[config.mk]
export PLATFORM = sky130hd
export DESIGN_NAME = mcrq_cfg_regs
export DESIGN_NICKNAME = d
export VERILOG_FILES = /design/src/mcrq_pkg.sv /design/src/mcrq_cfg_regs.sv
export SDC_FILE = /design/constraint.sdc
export NUM_CORES = 1
export LEC_CHECK = 0
export ABC_AREA = 1
export ABC_CLOCK_PERIOD_IN_PS = 800
export BUFFER_PORTS_ARGS = -buffer_cell sky130_fd_sc_hd__buf_2
export CAP_MARGIN = 5
export CORE_ASPECT_RATIO = 0.8
export CORE_UTILIZATION = 41
export DETAILED_ROUTE_END_ITERATION = 6
export PLACE_DENSITY = 0.75
export SLEW_MARGIN = 10
export SYNTH_ARGS = -nofsm -noshare
export SYNTH_HDL_FRONTEND = slang
export SYNTH_SLANG_ARGS = --single-unit
[constraint.sdc]
create_clock -name clk -period 0.8 [get_ports clk]
set_input_delay 0.16 -clock clk [delete_from_list [all_inputs] [get_ports clk]]
set_output_delay 0.16 -clock clk [all_outputs]
set_load 0.02 [all_outputs]
[src/mcrq_pkg.sv]
// ----------------------------------------------------------------------------
// mcrq_pkg
// Shared types, constants and a helper function of the multi-channel ring queue.
// ----------------------------------------------------------------------------
package mcrq_pkg;

	localparam int NUM_QUEUES = 8;
	localparam int DEPTH      = 16;

	localparam int QID_W      = $clog2(NUM_QUEUES);
	localparam int PTR_W      = 4;
	localparam int CNT_W      = 5;
	localparam int LEN_W      = 5;
	localparam int ADDR_W     = QID_W + PTR_W;
	localparam int WORD_W     = 32;
	localparam int ID_W       = 8;
	localparam int CFG_IDX_W  = 3;
	localparam int CFG_DATA_W = NUM_QUEUES * LEN_W;

	typedef enum logic [1:0] {
		CMD_SEND    = 2'd0,
		CMD_RECEIVE = 2'd1,
		CMD_EMPTY   = 2'd2,
		CMD_NONE    = 2'd3
	} cmd_t;

	typedef enum logic [2:0] {
		ST_OK          = 3'd0,
		ST_NOT_RUNNING = 3'd1,
		ST_BAD_ID      = 3'd2,
		ST_NO_ACCESS   = 3'd3,
		ST_FULL        = 3'd4,
		ST_NO_DATA     = 3'd5
	} status_t;

	localparam logic [CFG_IDX_W-1:0] REG_RUNNING = 3'd0;
	localparam logic [CFG_IDX_W-1:0] REG_COUNT   = 3'd1;
	localparam logic [CFG_IDX_W-1:0] REG_MASK    = 3'd2;
	localparam logic [CFG_IDX_W-1:0] REG_LENGTHS = 3'd3;

	typedef struct packed {
		logic                  running;
		logic [3:0]            count;
		logic [7:0]            mask;
		logic [CFG_DATA_W-1:0] lengths;
	} cfg_t;

	typedef struct packed {
		logic [PTR_W-1:0] head;
		logic [PTR_W-1:0] tail;
		logic [CNT_W-1:0] count;
	} desc_t;

	function automatic logic [PTR_W-1:0] advance(input logic [PTR_W-1:0] ptr,
		input logic [LEN_W-1:0] len);
		logic [LEN_W-1:0] nxt;
		nxt = LEN_W'(ptr) + 1'b1;
		return (nxt >= len) ? '0 : nxt[PTR_W-1:0];
	endfunction

endpackage

[src/mcrq_cfg_regs.sv]
// ----------------------------------------------------------------------------
// mcrq_cfg_regs
// Configuration register file written through the configuration channel.
// ----------------------------------------------------------------------------
module mcrq_cfg_regs
	import mcrq_pkg::*;
(
	input  logic                  clk,
	input  logic                  arst_n,
	input  logic                  wr_en,
	input  logic [CFG_IDX_W-1:0]  wr_index,
	input  logic [CFG_DATA_W-1:0] wr_data,
	output cfg_t                  cfg
);

	cfg_t cfg_q;

	always_ff @(posedge clk or negedge arst_n) begin
		if (!arst_n) begin
			cfg_q.running <= 1'b0;
			cfg_q.count   <= 4'd8;
			cfg_q.mask    <= 8'hFF;
			cfg_q.lengths <= '0;
		end else if (wr_en) begin
			case (wr_index)
				REG_RUNNING: cfg_q.running <= wr_data[0];
				REG_COUNT:   cfg_q.count   <= wr_data[3:0];
				REG_MASK:    cfg_q.mask    <= wr_data[7:0];
				REG_LENGTHS: cfg_q.lengths <= wr_data;
				default: begin
				end
			endcase
		end
	end

	assign cfg = cfg_q;

endmodule

# Word-level counts from Yosys, hierarchy flattened
# Cells that the tools add are included.
# classes
n_eq_ne	3
n_reduce_logical	5
# ops
operator	count
2-bit AND reduction	4
3-bit by 2-bit equality test with 1-bit output, second input constant	2
3-bit by 1-bit equality test with 1-bit output, second input constant	1
3-bit zero test	1
# word_totals
output_inout_bits	53
input_bits	46
ff_bits	53
wordCells	12

# Longest topological paths before layout
# Gate-level depths: netlist of the first run.
# depth
word_depth	2
mapped_depth	6
mapped_depth_nobuf	5

# Worst setup path after synthesis of the first run
# No wires, ideal clock.
# synth_timing
path_kind	input-to-reg
start	input wr_en
end	register cfg_q, in the netlist cfg[0]
path_buffers	1
cell_stages	6
setup_ns	0.116
t_required_ns	0.684
t_arrival_ns	0.712
slack_ns	-0.029
cell_sequence	inv_1 > nor2_4 > nand2_2 > buf_6 > nand2_1 > nand2_1
# synth_via
elab_chain_cells	1
# synth_rtl
element	line	rtl
from (decl)	mcrq_cfg_regs.sv:10	input logic wr_en,
2-bit AND reduction (no source line)	--	
to (decl)	mcrq_cfg_regs.sv:16	cfg_t cfg_q;
# Every way passes these cells.
# A chain may end at the register's enable or synchronous reset.

# Final worst setup path of the first run
# layout_timing
start	register cfg_q, in the netlist cfg[47]
end	output cfg[47] (netlist name)
# layout_lines
element	line	rtl
to (decl)	mcrq_cfg_regs.sv:13	output cfg_t cfg
# No word-level cell between the ends.

==> impl_metrics.csv, run 1 <==
group,metric,value,unit
floorplanning,rows,22,
cells_and_area,area_growth,55.9,%
synth,synth_cells,237,
clock_tree,worstSkewPairLatency,0.30,ns
cells_and_area,stdcell_count,424,
timing,slew-limit-headroom,0.816,
critical_path,critPathTopFamily,"flip-flops",
clock_tree,clock_sinks,53,
timing,hold_viol_final,0,
timing,max_freq,888,MHz
route,firstDrtPassIters,4,
critical_path,crit_path_end_kind,"output pin",
route,wire_per_inst,12.0,µm
cells_and_area,largest_reg_flops,53,
cells_and_area,diodes,0,
worst_hold_path,hold_class,"primary input to register",
floorplanning,die_y,66.2,µm
route,drt-initial-drc-count,81,
clock_tree,htree_levels,2,
timing,setup_viol,57,
critical_path,start_kind,"register",
clock_tree,clockBufferDepth,2,
floorplanning,coreArea,4760,µm²
route,antenna_left,0,
critical_path,critPathBufInv,1,
floorplanning,die-area,5440,µm²
global_routing,first_global_vias,1809,
pwr,vdd_drop_max,1300,µV
clock_tree,cts_buffers,5,
cells_and_area,final_common_cell,"nand2_1",
critical_path,path_cells,"buf_6",
clock_tree,cts-root-buf,"clkbuf_8",
placed_design,dp_cells,400,
timing,fin_crit,1.13,ns
synth,ys_seq_area_frac,0.634,
cells_and_area,design_area,3290,µm²
synth,ys_warn_count,0,
route,viasPerCell,4.55,
global_routing,grt_pass1_wl,7990,µm
critical_path,cp_slowest_stage_delay,0.55,ns
synth,synth_nets,283,
route,totalWireLength,5100,µm
outcome,status,"finished, violations left",
global_routing,antenna_found_initial,0,
floorplanning,initial_core_util,0.443,
flow_run,maxCapViolCount,0,
timing,final_max_slew_viol_count,0,
cells_and_area,final_cell_mix,"150 x nand2_1, 53 x buf_6, 45 x buf_2, 44 x dfrtp_1, 25 x buf_4",
route,vias,1931,
pwr,leakage,1.86,nW
critical_path,critPathKind,"register to output pin",
floorplanning,ioPinCount,99,
timing,tightest_slew,0.276,ns
outcome,violations,"negative setup slack",
placed_design,dpl_cell_area,2760,µm²
synth,netlist_area,2110,µm²
route,route.detailed.drc,0,
critical_path,critPathMaxFanout,2,
global_routing,gr-usage-all-layers,0.200,
clock_tree,cts.reportedPaths.clkPinSlew,0.09,ns
synth,syn_avg_cell_area,8.91,µm²
cells_and_area,post_route_cells_drive_above_1_share,0.404,
cells_and_area,final_nets,409,
synth,synth_seq_cells,53,
timing,skew,0,ns
critical_path,critical_path_arrival,0.97,ns
placed_design,gp_congestion,0.860,
timing,final.setup.worst_slack,-0.326,ns
global_routing,grt_overflow,0,
critical_path,crit_slowest_cell,"dfstp_2",
timing,rsz0062_at_grt,"true",
placed_design,dp_hpwl,3420,µm
synth,ys_types,11,
pwr,power_density,2380,nW/µm²
critical_path,worstPathRequired,0.64,ns
clock_tree,cts_tree,"done",
floorplanning,die_w,82.2,µm
timing,period_share,1.41,
placed_design,portBuffers,98,
global_routing,grt_max_degree,54,
==> cells in the mapped netlist (all sizes together) <==
| library cell | n | share of area |
|---|---|---|
| buf | 9 | 0.039 |
| dfrtp | 44 | 0.52 |
| dfstp | 9 | 0.11 |
| inv | 5 | 0.0089 |
| nand2 | 152 | 0.27 |
| nand3 | 13 | 0.031 |
| nor2 | 5 | 0.015 |
==> cell type report <==
cell class / instances / area [µm²]
flip-flops and latches: 53 / 1340
inverters: 5 / 21.3
repair buffers: 128 / 1100
multi-input cells: 170 / 677
fillers: 365 / 1470
clock buffers: 8 / 80.1
well taps: 60 / 75.1
==> cells by family after synthesis <==
kind of cell / after synthesis / synth area share
buffers and inverters: 14 / 0.0480
AND/OR/NAND/NOR: 170 / 0.318
flip-flops: 53 / 0.634
==> per-stage QoR <==
step	hold slack (ns)	utilization	worst slack, ns	TNS [ns]	power [W]
floorplan	-0.136	-	0.00353	0	0.00464
global placement	0.175	0.579	-0.145	-6.90	0.00549
detailed placement	0.177	0.579	-0.165	-7.54	0.00554
CTS	0.0479	0.683	-0.333	-11.97	0.00780
global route	0.0457	0.691	-0.364	-13.76	0.00829
finish	0.0569	0.691	-0.326	-11.64	0.00785
==> layer usage <==
layer / routed length, µm / GRT usage / vias to the layer above
li1: - / - / 964
met1: 2240 / 0.237 / 877
met2: 2350 / 0.337 / 82
met3: 434 / 0.0717 / 8
met4: 71 / 0.0658 / 0
met5: 0 / 0 / -
==> repair_timing <==
item	4_1_cts	5_1_grt
cloned	0	0
resized for setup	106	0
hold buffers	1	0
hold endpoints to repair	44	0
setup buffers	10	5
endpoints found under the setup margin	53	57
==> worst paths after layout <==
| kind | cells past startpoint | endpoint | startpoint | slack, ns |
|---|---|---|---|---|
| max | 1 | cfg[47] | cfg[47]$_DFFE_PN1P_ | -0.33 |
| min in group asynchronous | 3 | cfg[5]$_DFFE_PN0P_ | arst_n | 0.37 |
| max reg2reg | 4 | cfg[44]$_DFFE_PN1P_ | cfg[44]$_DFFE_PN1P_ | -0.09 |
| min | 3 | cfg[38]$_DFFE_PN0P_ | wr_data[38] | 0.06 |
| min reg2reg | 2 | cfg[40]$_DFFE_PN1P_ | cfg[40]$_DFFE_PN1P_ | 0.47 |
| max in group asynchronous | 3 | cfg[51]$_DFFE_PN1P_ | arst_n | 0.15 |
==> where the power goes <==
part / internal, W / leakage, nW / switching, W
Combinational: 0.00146 / 1.17 / 0.00132
Clock: 0.000624 / 0.0395 / 0.000813
Sequential: 0.00324 / 0.648 / 0.000384
Note: power is estimated with default switching activity, not from simulation.
==> run 2, diff against run 1 <==
--- a/config.mk
+++ b/config.mk
@@ -13,6 +13,7 @@
 export CORE_UTILIZATION = 41
 export DETAILED_ROUTE_END_ITERATION = 6
 export PLACE_DENSITY = 0.75
+export RECOVER_POWER = 50
 export SLEW_MARGIN = 10
 export SYNTH_ARGS = -nofsm -noshare
 export SYNTH_HDL_FRONTEND = slang
==> impl_metrics.csv, run 2 (synthesis results as in run 1) <==
group,metric,value,unit
outcome,status,"finished, violations left",
outcome,violations,"negative setup slack",
clock_tree,clockBufferDepth,2,
placed_design,portBuffers,98,
timing,slew-limit-headroom,0.746,
flow_run,maxCapViolCount,0,
floorplanning,rows,22,
route,vias,1930,
pwr,power_density,2410,nW/µm²
timing,fin_crit,1.13,ns
route,antenna_left,0,
pwr,vdd_drop_max,1300,µV
pwr,leakage,1.83,nW
critical_path,timing.rr.start,"cfg[44]$_DFFE_PN1P_",
route,totalWireLength,5120,µm
floorplanning,coreArea,4760,µm²
clock_tree,cts_tree,"done",
floorplanning,die_y,66.2,µm
critical_path,critical_path_arrival,0.97,ns
timing,final_max_slew_viol_count,0,
cells_and_area,post_route_cells_drive_above_1_share,0.398,
floorplanning,ioPinCount,99,
cells_and_area,final_cell_mix,"151 x nand2_1, 54 x buf_6, 44 x dfrtp_1, 44 x buf_2, 25 x buf_4",
clock_tree,cts_buffers,5,
worst_hold_path,hold_class,"primary input to register",
timing,final.setup.worst_slack,-0.325,ns
route,wire_per_inst,12.1,µm
placed_design,dp_hpwl,3420,µm
critical_path,worstPathRequired,0.64,ns
critical_path,cp_slowest_stage_delay,0.55,ns
placed_design,gp_congestion,0.860,
clock_tree,cts-root-buf,"clkbuf_8",
clock_tree,htree_levels,2,
timing,hold_viol_final,0,
route,viasPerCell,4.55,
critical_path,critPathTopFamily,"flip-flops",
floorplanning,die-area,5440,µm²
clock_tree,clock_sinks,53,
global_routing,grt_pass1_wl,7990,µm
timing,max_freq,889,MHz
cells_and_area,final_core_util,0.683,
pwr,clkPwrFrac,0.184,
floorplanning,initial_core_util,0.443,
cells_and_area,largest_reg_flops,53,
timing,setup_viol,56,
timing,rsz0062_at_grt,"true",
clock_tree,worstSkewPairLatency,0.30,ns
pwr,p_sw,0.00251,W
timing,tns,-11.66,ns
worst_hold_path,hold_start,"wr_data[38]",
global_routing,grt_overflow,0,
timing,period_share,1.41,
route,drt-initial-drc-count,88,
pwr,p_sw_frac,0.321,
critical_path,crit_start,"cfg[47]$_DFFE_PN1P_",
global_routing,grt_max_degree,54,
global_routing,first_global_vias,1809,
timing,timing.hold.ws,0.0564,ns
floorplanning,die_w,82.2,µm
pwr,combPwrFrac,0.353,
cells_and_area,area_growth,54.0,%
clock_tree,cts.reportedPaths.clkPinSlew,0.09,ns
critical_path,path_cells,"buf_6",
critical_path,critPathKind,"register to output pin",
pwr,internal_power,0.00532,W
route,firstDrtPassIters,4,
critical_path,critPathMaxFanout,2,
critical_path,critPathBufInv,1,
route,route.detailed.drc,0,
global_routing,gr-usage-all-layers,0.200,
critical_path,crit_slowest_cell,"dfstp_2",
pwr,pwr-share-seq,0.464,
cells_and_area,final_common_cell,"nand2_1",
critical_path,crit_path_end_kind,"output pin",
timing,skew,0,ns
global_routing,antenna_found_initial,0,
cells_and_area,final_nets,409,
timing,tightest_slew,0.381,ns
cells_and_area,diodes,0,
critical_path,start_kind,"register",
[run 2: changes by cell type in the layout (fill, tap and decap cells not counted), sizes merged]
cell	previous run	this run
buf	127	125
clkbuf	8	10
[run 2: path summary, 6_finish.rpt]
check	slack [ns]	depth (start not counted)	end
max	-0.33	1	cfg[47]
min	0.06	3	cfg[38]$_DFFE_PN0P_
max reg2reg	-0.09	4	cfg[44]$_DFFE_PN1P_
min reg2reg	0.47	2	cfg[40]$_DFFE_PN1P_
max in group asynchronous	0.05	3	cfg[51]$_DFFE_PN1P_
min in group asynchronous	0.43	3	cfg[5]$_DFFE_PN0P_
[run 2: what timing repair did]
item | CTS | global route
gates resized for setup | 106 | 0
hold buffers | 1 | 0
hold endpoints to repair | 44 | 0
cloned | 0 | 0
buffers inserted | 10 | 5
endpoints found under the setup margin | 53 | 57
[run 2: area by class of cell]
type                       count  area, µm²
tap                           60       75.1
multi-input combinational    170        664
sequential                    53       1340
fill                         371       1510
inverter                       5       21.3
timing repair buffer         128       1070
clock buffer                   8       80.1
[run 2: power by group through the flow]
stage	clock network (W)	registers (W)	logic [W]
floorplan	0	0.00418	0.000456
global placement	0	0.00354	0.00195
detailed placement	0	0.00354	0.00200
CTS	0.00146	0.00363	0.00272
global route	0.00160	0.00368	0.00298
finish	0.00144	0.00363	0.00276
[run 2: metrics by stage]
step / std cells / power, W / area [µm²] / worst slack, ns
2_1_floorplan: 237 / 0.00464 / 2120 / 0.00353
3_3_place_gp: 400 / 0.00549 / 2760 / -0.145
3_5_place_dp: 400 / 0.00554 / 2760 / -0.165
4_1_cts: 419 / 0.00780 / 3250 / -0.333
5_1_grt: 424 / 0.00827 / 3250 / -0.364
6_report: 424 / 0.00783 / 3250 / -0.325
[run 2: layer usage]
layer | global-route usage | part of all wire | vias to the layer above
met5 | 0 | 0 | -
met3 | 0.0717 | 0.088 | 6
met1 | 0.237 | 0.44 | 878
met4 | 0.0658 | 0.013 | 0
li1 | - | - | 964
met2 | 0.337 | 0.46 | 82
[run 2: worst register-to-register path, cell delays in order, from the launching register on]
cell and delay [ns]:
dfstp_2 0.55, buf_4 0.10, buf_4 0.09, nand2_1 0.04, nand2_1 0.06
