File: src/mcrq_pkg.sv
// ----------------------------------------------------------------------------
// mcrq_pkg
// Shared types, constants and a helper function of the multi-channel ring queue.
// ----------------------------------------------------------------------------
package mcrq_pkg;

	localparam int NUM_QUEUES = 8;
	localparam int DEPTH      = 16;

	localparam int QID_W      = $clog2(NUM_QUEUES);
	localparam int PTR_W      = 4;
	localparam int CNT_W      = 5;
	localparam int LEN_W      = 5;
	localparam int ADDR_W     = QID_W + PTR_W;
	localparam int WORD_W     = 32;
	localparam int ID_W       = 8;
	localparam int CFG_IDX_W  = 3;
	localparam int CFG_DATA_W = NUM_QUEUES * LEN_W;

	typedef enum logic [1:0] {
		CMD_SEND    = 2'd0,
		CMD_RECEIVE = 2'd1,
		CMD_EMPTY   = 2'd2,
		CMD_NONE    = 2'd3
	} cmd_t;

	typedef enum logic [2:0] {
		ST_OK          = 3'd0,
		ST_NOT_RUNNING = 3'd1,
		ST_BAD_ID      = 3'd2,
		ST_NO_ACCESS   = 3'd3,
		ST_FULL        = 3'd4,
		ST_NO_DATA     = 3'd5
	} status_t;

	localparam logic [CFG_IDX_W-1:0] REG_RUNNING = 3'd0;
	localparam logic [CFG_IDX_W-1:0] REG_COUNT   = 3'd1;
	localparam logic [CFG_IDX_W-1:0] REG_MASK    = 3'd2;
	localparam logic [CFG_IDX_W-1:0] REG_LENGTHS = 3'd3;

	typedef struct packed {
		logic                  running;
		logic [3:0]            count;
		logic [7:0]            mask;
		logic [CFG_DATA_W-1:0] lengths;
	} cfg_t;

	typedef struct packed {
		logic [PTR_W-1:0] head;
		logic [PTR_W-1:0] tail;
		logic [CNT_W-1:0] count;
	} desc_t;

	function automatic logic [PTR_W-1:0] advance(input logic [PTR_W-1:0] ptr,
		input logic [LEN_W-1:0] len);
		logic [LEN_W-1:0] nxt;
		nxt = LEN_W'(ptr) + 1'b1;
		return (nxt >= len) ? '0 : nxt[PTR_W-1:0];
	endfunction

endpackage

File: src/mcrq_desc_ram.sv
// ----------------------------------------------------------------------------
// mcrq_desc_ram
// Per-queue descriptor memory (head, tail, fill count) with registered read.
// Entries not written since reset read as zero.
// ----------------------------------------------------------------------------
module mcrq_desc_ram
	import mcrq_pkg::*;
(
	input  logic             clk,
	input  logic             arst_n,
	input  logic             rd_en,
	input  logic [QID_W-1:0] rd_addr,
	input  logic             wr_en,
	input  logic [QID_W-1:0] wr_addr,
	input  desc_t            wr_data,
	output desc_t            rd_data
);

	desc_t                 mem [NUM_QUEUES];
	logic [NUM_QUEUES-1:0] valid_q;
	desc_t                 rd_data_q;
	logic                  rd_hit_q;

	always_ff @(posedge clk) begin
		if (wr_en) begin
			mem[wr_addr] <= wr_data;
		end
		if (rd_en) begin
			rd_data_q <= mem[rd_addr];
		end
	end

	always_ff @(posedge clk or negedge arst_n) begin
		if (!arst_n) begin
			valid_q  <= '0;
			rd_hit_q <= 1'b0;
		end else begin
			if (wr_en) begin
				valid_q[wr_addr] <= 1'b1;
			end
			if (rd_en) begin
				rd_hit_q <= valid_q[rd_addr];
			end
		end
	end

	assign rd_data = rd_hit_q ? rd_data_q : '0;

endmodule

File: config.mk
export PLATFORM = sky130hd
export DESIGN_NAME = mcrq_desc_ram
export DESIGN_NICKNAME = d
export VERILOG_FILES = /design/src/mcrq_pkg.sv /design/src/mcrq_desc_ram.sv
export SDC_FILE = /design/constraint.sdc
export NUM_CORES = 1
export LEC_CHECK = 0
export ABC_CLOCK_PERIOD_IN_PS = 3400
export BUFFER_PORTS_ARGS = -buffer_cell sky130_fd_sc_hd__buf_4
export CORE_MARGIN = 5
export CORE_UTILIZATION = 27
export CTS_CLUSTER_SIZE = 14
export DETAILED_ROUTE_END_ITERATION = 8
export SLEW_MARGIN = 20
export SYNTH_ARGS = -nofsm -noshare
export SYNTH_HDL_FRONTEND = slang
export SYNTH_SLANG_ARGS = --single-unit
File: constraint.sdc
create_clock -name clk -period 3.4 [get_ports clk]
set_input_delay 0.51 -clock clk [delete_from_list [all_inputs] [get_ports clk]]
set_output_delay 0.51 -clock clk [all_outputs]
set_load 0.02 [all_outputs]
[Yosys cells after proc, flatten, opt, wreduce, memory -nomap -nowiden]
Memory sizes are Yosys's and may differ from the RTL's. A register that Yosys moved wholly into a read port is not among the register bits.
Cells that the tools add are included.
W data, S select, Z words.
Operators by class
  add/subtract/negate cells: 0
  $mul: 0
  divide/modulo/power cells: 0
  $lt $le $gt $ge: 3
  eq/ne operators: 0
  shifts and indexed selects: 0
  muxes and demuxes: 7
  bitwise operators: 1
  reduce and logical (&&, ||, !) cells: 1
Operators with widths (number)
  $mux W13: 1
  $lt A3 B4 Y1 const B: 2
  $or A8 B8 Y8: 1
  $mux W1: 4
  $bmux W1 S3: 1
  $demux W1 S3: 1
  $ge A3 B1 Y1 const B: 1
  $logic_and A1 B1 Y1: 1
Storage, ports and cells
  register bits after elaboration: 9
  bits in latches: 0
  memory bits (writable): 104
  ROM bits: 0
  output and inout port bits: 13
  memories: 1
Memories
  mem: depth 8, width 13, read ports 1, clocked after memory_dff 1, wr ports 1, RTL line mcrq_desc_ram.sv:19  | desc_t mem [NUM_QUEUES];

[Depth between registers and ports, before layout]
Gate-level depths: netlist of run 1.
  depth after elaboration: 5
  gate-level depth with buffers: 4
  mapped depth without buffers: 3

[Worst setup path after synthesis of run 1]
No wires, ideal clock.
  path kind: input port to flip-flop
  from: in wr_addr[0]
  to: mem mem[0][0] (netlist bit) (enable)
  library setup time: 0.401 ns
  arrival time: 1.651 ns
  required time: 2.999 ns
  path slack: 1.348 ns
  cell stages on the path: 2
  path buffers: 0
  cell sequence: nand2b_1 > nor3_1
RTL lines
  start: declaration: RTL line mcrq_desc_ram.sv:14  | input logic [QID_W-1:0] wr_addr,
  end: declaration: RTL line mcrq_desc_ram.sv:19
Straight into the memory's write port.

==> impl_metrics.tcl, run 1 <==
set metrics [dict create \
    status "finished clean" \
    drive_gt1_share_pct 44.0 \
    use_met1_pct 12.8 \
    clkTransAtPathRegs_ns 0.06 \
    power.density_nw_per_um2 637 \
    synthTopCellsByArea "edfxtp_1, mux4_2, dfrtp_1, mux2_2, and2_1" \
    hpwl_um 5320 \
    firstDrtPassIters 4 \
    root_buffer "clkbuf_16" \
    synth.avg_cell_area_um2 22.4 \
    globalRouteOverflowTotal 0 \
    finalHoldViolations 0 \
    cts_htree_levels 4 \
    grt_start_max_net_pins 31 \
    maxClockFrequency_ghz 0.503 \
    critPathCaptureType "output pin" \
    drtIter0Drc 124 \
    crit_fanout 14 \
    cp_data_required_time_ns 2.89 \
    synth-async-reset-ratio_pct 7.14 \
    die_h_um 143 \
    min_period_over_period_pct 58.4 \
    crit_family "flip-flops" \
    vias 2178 \
    busiest_layer "met2" \
    track_usage_pct 9.99 \
    grt_pass1_vias 2451 \
    maxSlewViolCount 0 \
    tns_ns 0 \
    nets 292 \
    dieArea_um2 20500 \
    area_growth_pct 24.5 \
    setup_viol 0 \
    dpl.cell_count 474 \
    cpMaxStageDelayCell "dfrtp_1" \
    finish.utilization_pct 34.3 \
    clk_path_buf_depth 2 \
    place.gp.congestion 0.658 \
    syn_inst 214 \
    tightest_slew_ns 0.605 \
    hold_depth 1 \
    core-area_um2 17400 \
    synth_edf_count 117 \
    fin_crit_ns 1.99 \
    initial_core_util_pct 27.6 \
    yosysTopAreaCell "edfxtp_1" \
    antenna_found_initial 0 \
    insertedDiodeCount 0 \
    rsz0062_at_grt "false" \
    ys.flop_type "edfxtp_1" \
    critPathMaxStageDelay_ns 0.65 \
    met3_usage_pct 3.95 \
    hold_class "input port to flip-flop" \
    use_met2_pct 15.5 \
    yosysUniqueCellTypes 17 \
    clock_sinks 126 \
    grt_pass1_wl_um 14600 \
    cp_cell_sequence "and2_1 > buf_4" \
    arrival_ns 1.48 \
    maxSlewHeadroom_pct 59.7 \
    cts_setup_buffers 0 \
    path_depth 2 \
    viasPerCell 4.30 \
    layoutNonFillerInstCount 507 \
    placementRows 48 \
    ir_drop_uv 316 \
    worstSkewPairLatency_ns 0.41 \
    cts_buffers 17 \
    finClkSkew_ns 0.00652 \
    routed_wl_um 9440 \
    leakagePower_nw 1.98 \
    crit_type "flip-flop to output pin" \
    synth_common_cells "edfxtp_1, mux4_2, and2_1, mux2_2, dfrtp_1" \
    cap_violations 0 \
    yosysWarningCount 0 \
    die_x_um 143 \
    portBuffers 35 \
    cp_num_buf_inv 1 \
    wl_per_cell_um 18.6 \
    hold_slack_ns 0.335 \
    pin_count 36 \
    yosysMostFrequentCell "edfxtp_1" \
    yosysSeqAreaShare_pct 78.1 \
    cts_tree "built" \
    worst-r2r-cell-count 2 \
    netlist.area_leader.share_pct 73.4 \
    ys_ff_latch 126 \
    ant_nets 0 \
    drc 0 \
    cp-start-kind "flip-flop" \
    synthesis.area_um2 4790 \
    syn-num-nets 237 \
]
-- cells by family (layout without fill, tap and decap cells) --
logic type             Yosys count  count (layout)  synth area share, %
multiplexers                    45              45                 16.8
AND/OR/NAND/NOR                 34              34                 3.97
flip-flops                     126             126                 78.1
buffers and inverters            9              77                 1.10
-- final timing paths --
path	slack, ns	start	to
setup / recovery	1.41	rd_hit_q	rd_data[2]
hold / removal	0.33	wr_data[1]	mem[7][1]
setup reg to reg	2.03	mem[3][2]	rd_data_q[2]
hold reg to reg	0.47	valid_q[7]	valid_q[7]
max in group asynchronous	2.79	arst_n	valid_q[7]
min in group asynchronous	0.47	arst_n	rd_hit_q
-- metal layers --
layer | part of all wire, % | vias to the layer above
met3 | 4.5 | 6
met2 | 49 | 44
li1 | - | 982
met5 | 0 | -
met1 | 45 | 1146
met4 | 1.0 | 0
-- stage by stage --
stage,cell area [um2],setup WS (ns),total power [mW]
after floorplan,4790,1.35,1.94
after global placement,5350,1.25,2.04
after detailed placement,5350,1.22,2.05
after CTS,5960,1.35,3.84
after global routing,5960,1.33,3.94
final,5960,1.41,3.80
-- cell type report --
class	instances	area, um2
clock inverters	15	170
clock buffers	17	425
fillers	1610	11400
inverters	1	3.75
well taps	225	282
multi-input cells	79	1000
flip-flops and latches	126	3740
repair buffers	44	333
-- worst reg2reg max path, cell delays in order (launching register included) --
cell and delay, ns:
edfxtp_1 0.37, mux4_2 0.48, mux2_2 0.27
-- where the power goes --
| group | leakage [nW] | internal (mW) | switching [mW] |
|---|---|---|---|
| clock | 0.282 | 1.15 | 0.641 |
| sequential | 1.15 | 1.76 | 0.0189 |
| combinational | 0.543 | 0.112 | 0.117 |
-- state kept, by name, indices dropped and copies added, names as in the netlist --
| signal | flops |
|---|---|
| rd_data_q | 13 |
| valid_q | 8 |
| mem | 104 |
| rd_hit_q | 1 |
-- repair_timing --
| item | in CTS | in global routing |
|---|---|---|
| hold buffers | 1 | 0 |
| gates resized for setup | 0 | 0 |
| endpoints found under the hold margin | 9 | 0 |
-- placed cells by master (no fill, tap or decap) --
cell             n
and2_1          13
buf_4           43
bufinv_16        3
clkbuf_16       17
clkinv_1         1
clkinv_2         4
clkinv_4         2
clkinvlp_4       4
dfrtp_1          9
dlygate4sd3_1    1
edfxtp_1       117
inv_1            1
inv_6            1
mux2_2          13
mux2i_1          5
mux4_2          27
nand2_1          2
nand2b_1         3
nor2_1           6
nor3_2           2
or2_2            8
Note: power is estimated with default switching activity, not from simulation.
==> inputs of run 2 (changes only) <==
--- a/config.mk
+++ b/config.mk
@@ -5,7 +5,7 @@
 export SDC_FILE = /design/constraint.sdc
 export NUM_CORES = 1
 export LEC_CHECK = 0
-export ABC_CLOCK_PERIOD_IN_PS = 3400
+export ABC_CLOCK_PERIOD_IN_PS = 1600
 export BUFFER_PORTS_ARGS = -buffer_cell sky130_fd_sc_hd__buf_4
 export CORE_MARGIN = 5
 export CORE_UTILIZATION = 27
==> constraint.sdc (replaced) <==
create_clock -name clk -period 1.6 [get_ports clk]
set_input_delay 0.24 -clock clk [delete_from_list [all_inputs] [get_ports clk]]
set_output_delay 0.24 -clock clk [all_outputs]
set_load 0.02 [all_outputs]
==> run 2 against run 1 <==
Compared with the run above:
- final cell count is 1.8% higher
- sequential power is 110% higher
- register-to-register slack worse by 1.8 ns
- wire length is 2.6% lower
- total power is 110% higher
- utilization is 1.1 points higher
==> impl_metrics.tcl, run 2 (synthesis results as in run 1) <==
set metrics [dict create \
    grt_pass1_vias 2511 \
    hold_class "input port to flip-flop" \
    cp-start-kind "flip-flop" \
    grt_start_max_net_pins 17 \
    setup_viol 0 \
    ff2ff_setup_slack_ns 0.19 \
    insertedDiodeCount 0 \
    drc 0 \
    place.gp.congestion 0.668 \
    core-area_um2 17400 \
    reg2reg_to "rd_data_q[2]" \
    area_growth_pct 28.5 \
    antenna_found_initial 0 \
    dpl.cell_count 482 \
    critPathCaptureType "output pin" \
    hold_start "wr_data[5]" \
    routed_wl_um 9200 \
    fin_crit_ns 1.51 \
    track_usage_pct 9.79 \
    crit_type "flip-flop to output pin" \
    maxSlewHeadroom_pct 82.9 \
    holdPathEnd "mem[5][5]" \
    dp_slack_ns -0.0138 \
    crit_fanout 3 \
    hold_slack_ns 0.0695 \
    viasPerCell 4.27 \
    clk_path_buf_depth 2 \
    r2r-start "mem[3][2]" \
    root_buffer "clkbuf_16" \
    placementRows 48 \
    largest_reg_flops 104 \
    die_h_um 143 \
    globalRouteOverflowTotal 0 \
    vias 2203 \
    setup_ws_ns 0.0920 \
    status "finished clean" \
    cts_tree "built" \
    wl_per_cell_um 17.8 \
    leakagePower_nw 2.05 \
    tns_ns 0 \
    finalHoldViolations 0 \
    worstSkewPairLatency_ns 0.40 \
    cts_htree_levels 4 \
    ant_nets 0 \
    ir_drop_uv 679 \
    cts_buffers 17 \
    pin_count 36 \
    rsz0062_at_grt "false" \
    finish.utilization_pct 35.4 \
    maxClockFrequency_ghz 0.663 \
    power.density_nw_per_um2 1310 \
    layoutNonFillerInstCount 516 \
    worst-r2r-cell-count 2 \
    finish.instance_area_um2 6150 \
    die_x_um 143 \
    portBuffers 35 \
    power_mw 8.03 \
    hpwl_um 5670 \
    maxSlewViolCount 0 \
    grt_pass1_wl_um 14400 \
    largest_registers "mem x104, rd_data_q x13, valid_q x8" \
    clkTransAtPathRegs_ns 0.05 \
    layout_commonest_cell "edfxtp_1" \
    cp_data_required_time_ns 1.36 \
    arrival_ns 1.27 \
    firstDrtPassIters 4 \
    dpl_cell_area_um2 5550 \
    layout_common_cells "edfxtp_1, buf_4, mux4_2" \
    clock_sinks 126 \
    nets 301 \
    drive_gt1_share_pct 44.7 \
    finClkSkew_ns 0.00941 \
    cap_violations 0 \
    max_flop_register "mem" \
    hold_depth 1 \
    initial_core_util_pct 27.6 \
    tightest_slew_ns 0.257 \
    drtIter0Drc 172 \
    min_period_over_period_pct 94.2 \
    dieArea_um2 20500 \
]
[run 2: changes by cell type in the layout (fill, tap and decap cells not counted), moves of 2 or more]
cell      change
buf_12       +11
buf_4         -2
clkinv_1      +4
clkinv_2      -2
[run 2: per-layer routing]
metal  share of wire (%)  global-route usage (%)  vias up  wire length (um)
met5                   0                       0        -                 0
met1                  40                    11.2     1156              3710
li1                    -                       -      997                 -
met4                 1.6                    3.90        0               143
met3                 4.2                    3.05       11               386
met2                  54                    17.1       39              4950
[run 2: worst max-delay path: stages, from the launching register on]
cell     delay (ns)
dfrtp_2        0.42
buf_4          0.16
and2_1         0.14
buf_4          0.15
[run 2: cell type report]
type	instances	area (um2)
fillers	1588	11200
clock buffers	18	429
inverters	1	3.75
repair buffers	53	538
multi-input cells	79	1010
flip-flops and latches	126	3740
clock inverters	14	150
well taps	225	282
[run 2: what timing repair did]
item	in CTS	in global routing
endpoints found under the hold margin	9	0
setup endpoints to repair	2	1
hold buffers	1	0
pin swaps	0	0
buffers inserted	1	0
gates resized for setup	1	1
[run 2: worst max path at each step]
stage,startpoint,to,cells after the start
2_1_floorplan,rd_addr[1],rd_data_q[10],4
3_3_place_gp,rd_addr[0],rd_data_q[11],4
3_5_place_dp,rd_addr[0],rd_data_q[8],4
4_1_cts,rd_hit_q,rd_data[3],3
5_1_grt,rd_hit_q,rd_data[5],3
6_report,rd_hit_q,rd_data[5],3
[run 2: report_power, final]
part	switching (mW)	internal, mW	total, mW
registers	0.0333	3.75	3.78
logic	0.264	0.283	0.547
clock network	1.29	2.41	3.70
total	1.58	6.44	8.03
==> inputs of run 3 (changes only) <==
--- a/config.mk
+++ b/config.mk
@@ -5,12 +5,14 @@
 export SDC_FILE = /design/constraint.sdc
 export NUM_CORES = 1
 export LEC_CHECK = 0
-export ABC_CLOCK_PERIOD_IN_PS = 1600
+export ABC_AREA = 1
+export ABC_CLOCK_PERIOD_IN_PS = 1900
 export BUFFER_PORTS_ARGS = -buffer_cell sky130_fd_sc_hd__buf_4
 export CORE_MARGIN = 5
 export CORE_UTILIZATION = 27
 export CTS_CLUSTER_SIZE = 14
 export DETAILED_ROUTE_END_ITERATION = 8
+export PLACE_DENSITY = 0.51
 export SLEW_MARGIN = 20
 export SYNTH_ARGS = -nofsm -noshare
 export SYNTH_HDL_FRONTEND = slang
==> constraint.sdc (replaced) <==
create_clock -name clk -period 1.9 [get_ports clk]
set_input_delay 0.285 -clock clk [delete_from_list [all_inputs] [get_ports clk]]
set_output_delay 0.285 -clock clk [all_outputs]
set_load 0.02 [all_outputs]
==> run 3 against run 2 <==
Compared with the run above:
- final area shrank 1.6%
- synthesized cell count is 91% higher
- wire length grew 23%
- worst setup slack improved by 0.20 ns
- total power is 18% lower
- clock skew down 0.0028 ns
- non-clock buffer count decreased by 3
- synthesized area grew 4.8%
- first-iteration DRC count increased by 21%
- register-to-register slack improved by 0.66 ns
- combinational power shrank 23%
- largest power group unchanged
==> impl_metrics.tcl, run 3 <==
set metrics [dict create \
    r2r-start "mem[2][8]" \
    globalRouteOverflowTotal 0 \
    hpwl_um 6760 \
    finalHoldViolations 0 \
    num-fill-cells 1807 \
    clkTransAtPathRegs_ns 0.06 \
    area_growth_pct 20.7 \
    ir_drop_uv 495 \
    drive_gt1_share_pct 16.2 \
    layoutNonFillerInstCount 697 \
    status "finished clean" \
    critPathCaptureType "output pin" \
    netlist.area_leader.share_pct 70.0 \
    maxSlewViolCount 0 \
    holdPathEnd "mem[0][2]" \
    placementRows 49 \
    place.gp.congestion 0.735 \
    root_buffer "clkbuf_16" \
    wl_per_cell_um 16.3 \
    hold_start "wr_data[2]" \
    hold_slack_ns 0.111 \
    layout_commonest_cell "edfxtp_1" \
    min_period_over_period_pct 84.7 \
    pin_count 36 \
    grt_pass1_wl_um 17900 \
    synth-async-reset-ratio_pct 7.14 \
    rsz0062_at_grt "false" \
    insertedDiodeCount 0 \
    cap_violations 0 \
    syn-num-nets 431 \
    crit_fanout 14 \
    antenna_found_initial 0 \
    die_h_um 146 \
    setup_viol 0 \
    track_usage_pct 11.0 \
    worst-r2r-cell-count 4 \
    synth.avg_cell_area_um2 12.3 \
    viasPerCell 4.53 \
    yosysWarningCount 0 \
    syn_inst 408 \
    yosysUniqueCellTypes 17 \
    dieArea_um2 21400 \
    crit_type "flip-flop to output pin" \
    hold_class "input port to flip-flop" \
    ys.flop_type "edfxtp_1" \
    cts_tree "built" \
    portBuffers 35 \
    power.share.sequential_pct 48.5 \
    worstSkewPairLatency_ns 0.41 \
    die_x_um 146 \
    reg2reg_to "rd_data_q[8]" \
    cp_data_required_time_ns 1.62 \
    firstDrtPassIters 4 \
    synth_edf_count 117 \
    ant_nets 0 \
    hold_depth 1 \
    yosysMostFrequentCell "edfxtp_1" \
    synthTopCellsByArea "edfxtp_1, nor2_1, nand2_1, o21ai_0, dfrtp_1" \
    grt_pass1_vias 3082 \
    dpl.cell_count 666 \
    ctsResizeCount 0 \
    maxClockFrequency_ghz 0.621 \
    finClkSkew_ns 0.00664 \
    max_flop_register "mem" \
    yosysSeqAreaShare_pct 74.5 \
    clock_power_share_pct 45.0 \
    largest_reg_flops 104 \
    core-area_um2 18100 \
    nets 480 \
    clk_path_buf_depth 2 \
    p_sw_share_pct 21.1 \
    yosysTopAreaCell "edfxtp_1" \
    largest_registers "mem x104, rd_data_q x13, valid_q x8" \
    power_frac_comb_pct 6.4 \
    grt_start_max_net_pins 37 \
    vias 3155 \
    ys_ff_latch 126 \
    synthesis.area_um2 5020 \
    routed_wl_um 11300 \
    arrival_ns 1.33 \
    p_int_mw 5.17 \
    initial_core_util_pct 27.6 \
    leakagePower_nw 2.30 \
    maxSlewHeadroom_pct 57.9 \
    synth_common_cells "edfxtp_1, nor2_1, nand2_1" \
    power.density_nw_per_um2 1080 \
    drtIter0Drc 208 \
    tns_ns 0 \
    ff2ff_setup_slack_ns 0.85 \
    p_switching_mw 1.38 \
    cts_htree_levels 4 \
    cp-start-kind "flip-flop" \
    clock_sinks 126 \
    fin_crit_ns 1.61 \
    cts_setup_buffers 0 \
    cts_buffers 17 \
    drc 0 \
    layout_common_cells "edfxtp_1, nor2_1, nand2_1" \
    tightest_slew_ns 0.631 \
]
[run 3: layer usage]
metal / wire (um) / up-vias / GRT usage (%) / part of all wire (%)
li1: - / 1513 / - / -
met3: 577 / 11 / 3.56 / 5.1
met1: 5230 / 1558 / 13.9 / 46
met2: 5400 / 73 / 17.8 / 48
met4: 137 / 0 / 4.09 / 1.2
met5: 0 / - / 0 / 0
[run 3: worst max-delay path by stage]
stage	from	cells after the start	slack, ns	to
6_report	rd_hit_q	3	0.29	rd_data[9]
3_3_place_gp	rd_addr[2]	4	0.47	rd_data_q[8]
3_5_place_dp	rd_addr[0]	7	0.44	rd_data_q[0]
2_1_floorplan	wr_addr[0]	3	0.47	mem[0][0]
5_1_grt	rd_hit_q	3	0.15	rd_data[12]
4_1_cts	rd_hit_q	3	0.22	rd_data[12]
[run 3: what timing repair did]
action	4_1_cts	5_1_grt
endpoints found under the hold margin	9	0
setup endpoints to repair	0	0
hold buffers	1	0
[run 3: logic make-up (layout without fill, tap and decap cells)]
logic type | count (synthesis) | after routing | share of synthesized area, %
AOI/OAI and AO/OA | 86 | 86 | 8.90
DFF | 126 | 126 | 74.5
and+or+nand+nor | 148 | 148 | 11.2
buffers and inverters | 48 | 108 | 5.31
[run 3: layout make-up]
cell class / count / area (um2) / share of cell area, %
clock buffers: 19 / 433 / 7.15
inverters: 28 / 105 / 1.74
well taps: 229 / 287 / 4.73
clock inverters: 11 / 101 / 1.67
multi-input cells: 234 / 1010 / 16.7
flip-flops and latches: 126 / 3740 / 61.8
repair buffers: 50 / 378 / 6.24
[run 3: power by group through the flow]
stage	Combinational, mW	Clock [mW]	Sequential [mW]
floorplan	0.254	0	3.22
global placement	0.419	0	3.23
detailed placement	0.429	0	3.24
CTS	0.432	3.00	3.18
global route	0.476	3.12	3.19
finish	0.423	2.95	3.18
[run 3: critical path, stage by stage (launching register included)]
cell and delay [ns]:
dfrtp_1 0.60, nand2_1 0.12, inv_1 0.07, buf_4 0.13
[run 3: per-stage QoR]
step | setup WS, ns | util (%) | instance area [um2] | power (mW)
CTS | 0.224 | 33.4 | 6050 | 6.62
floorplan | 0.473 | - | 5020 | 3.47
global route | 0.149 | 33.4 | 6050 | 6.78
global placement | 0.468 | 30.4 | 5510 | 3.65
finish | 0.290 | 33.4 | 6050 | 6.55
detailed placement | 0.439 | 30.4 | 5510 | 3.67
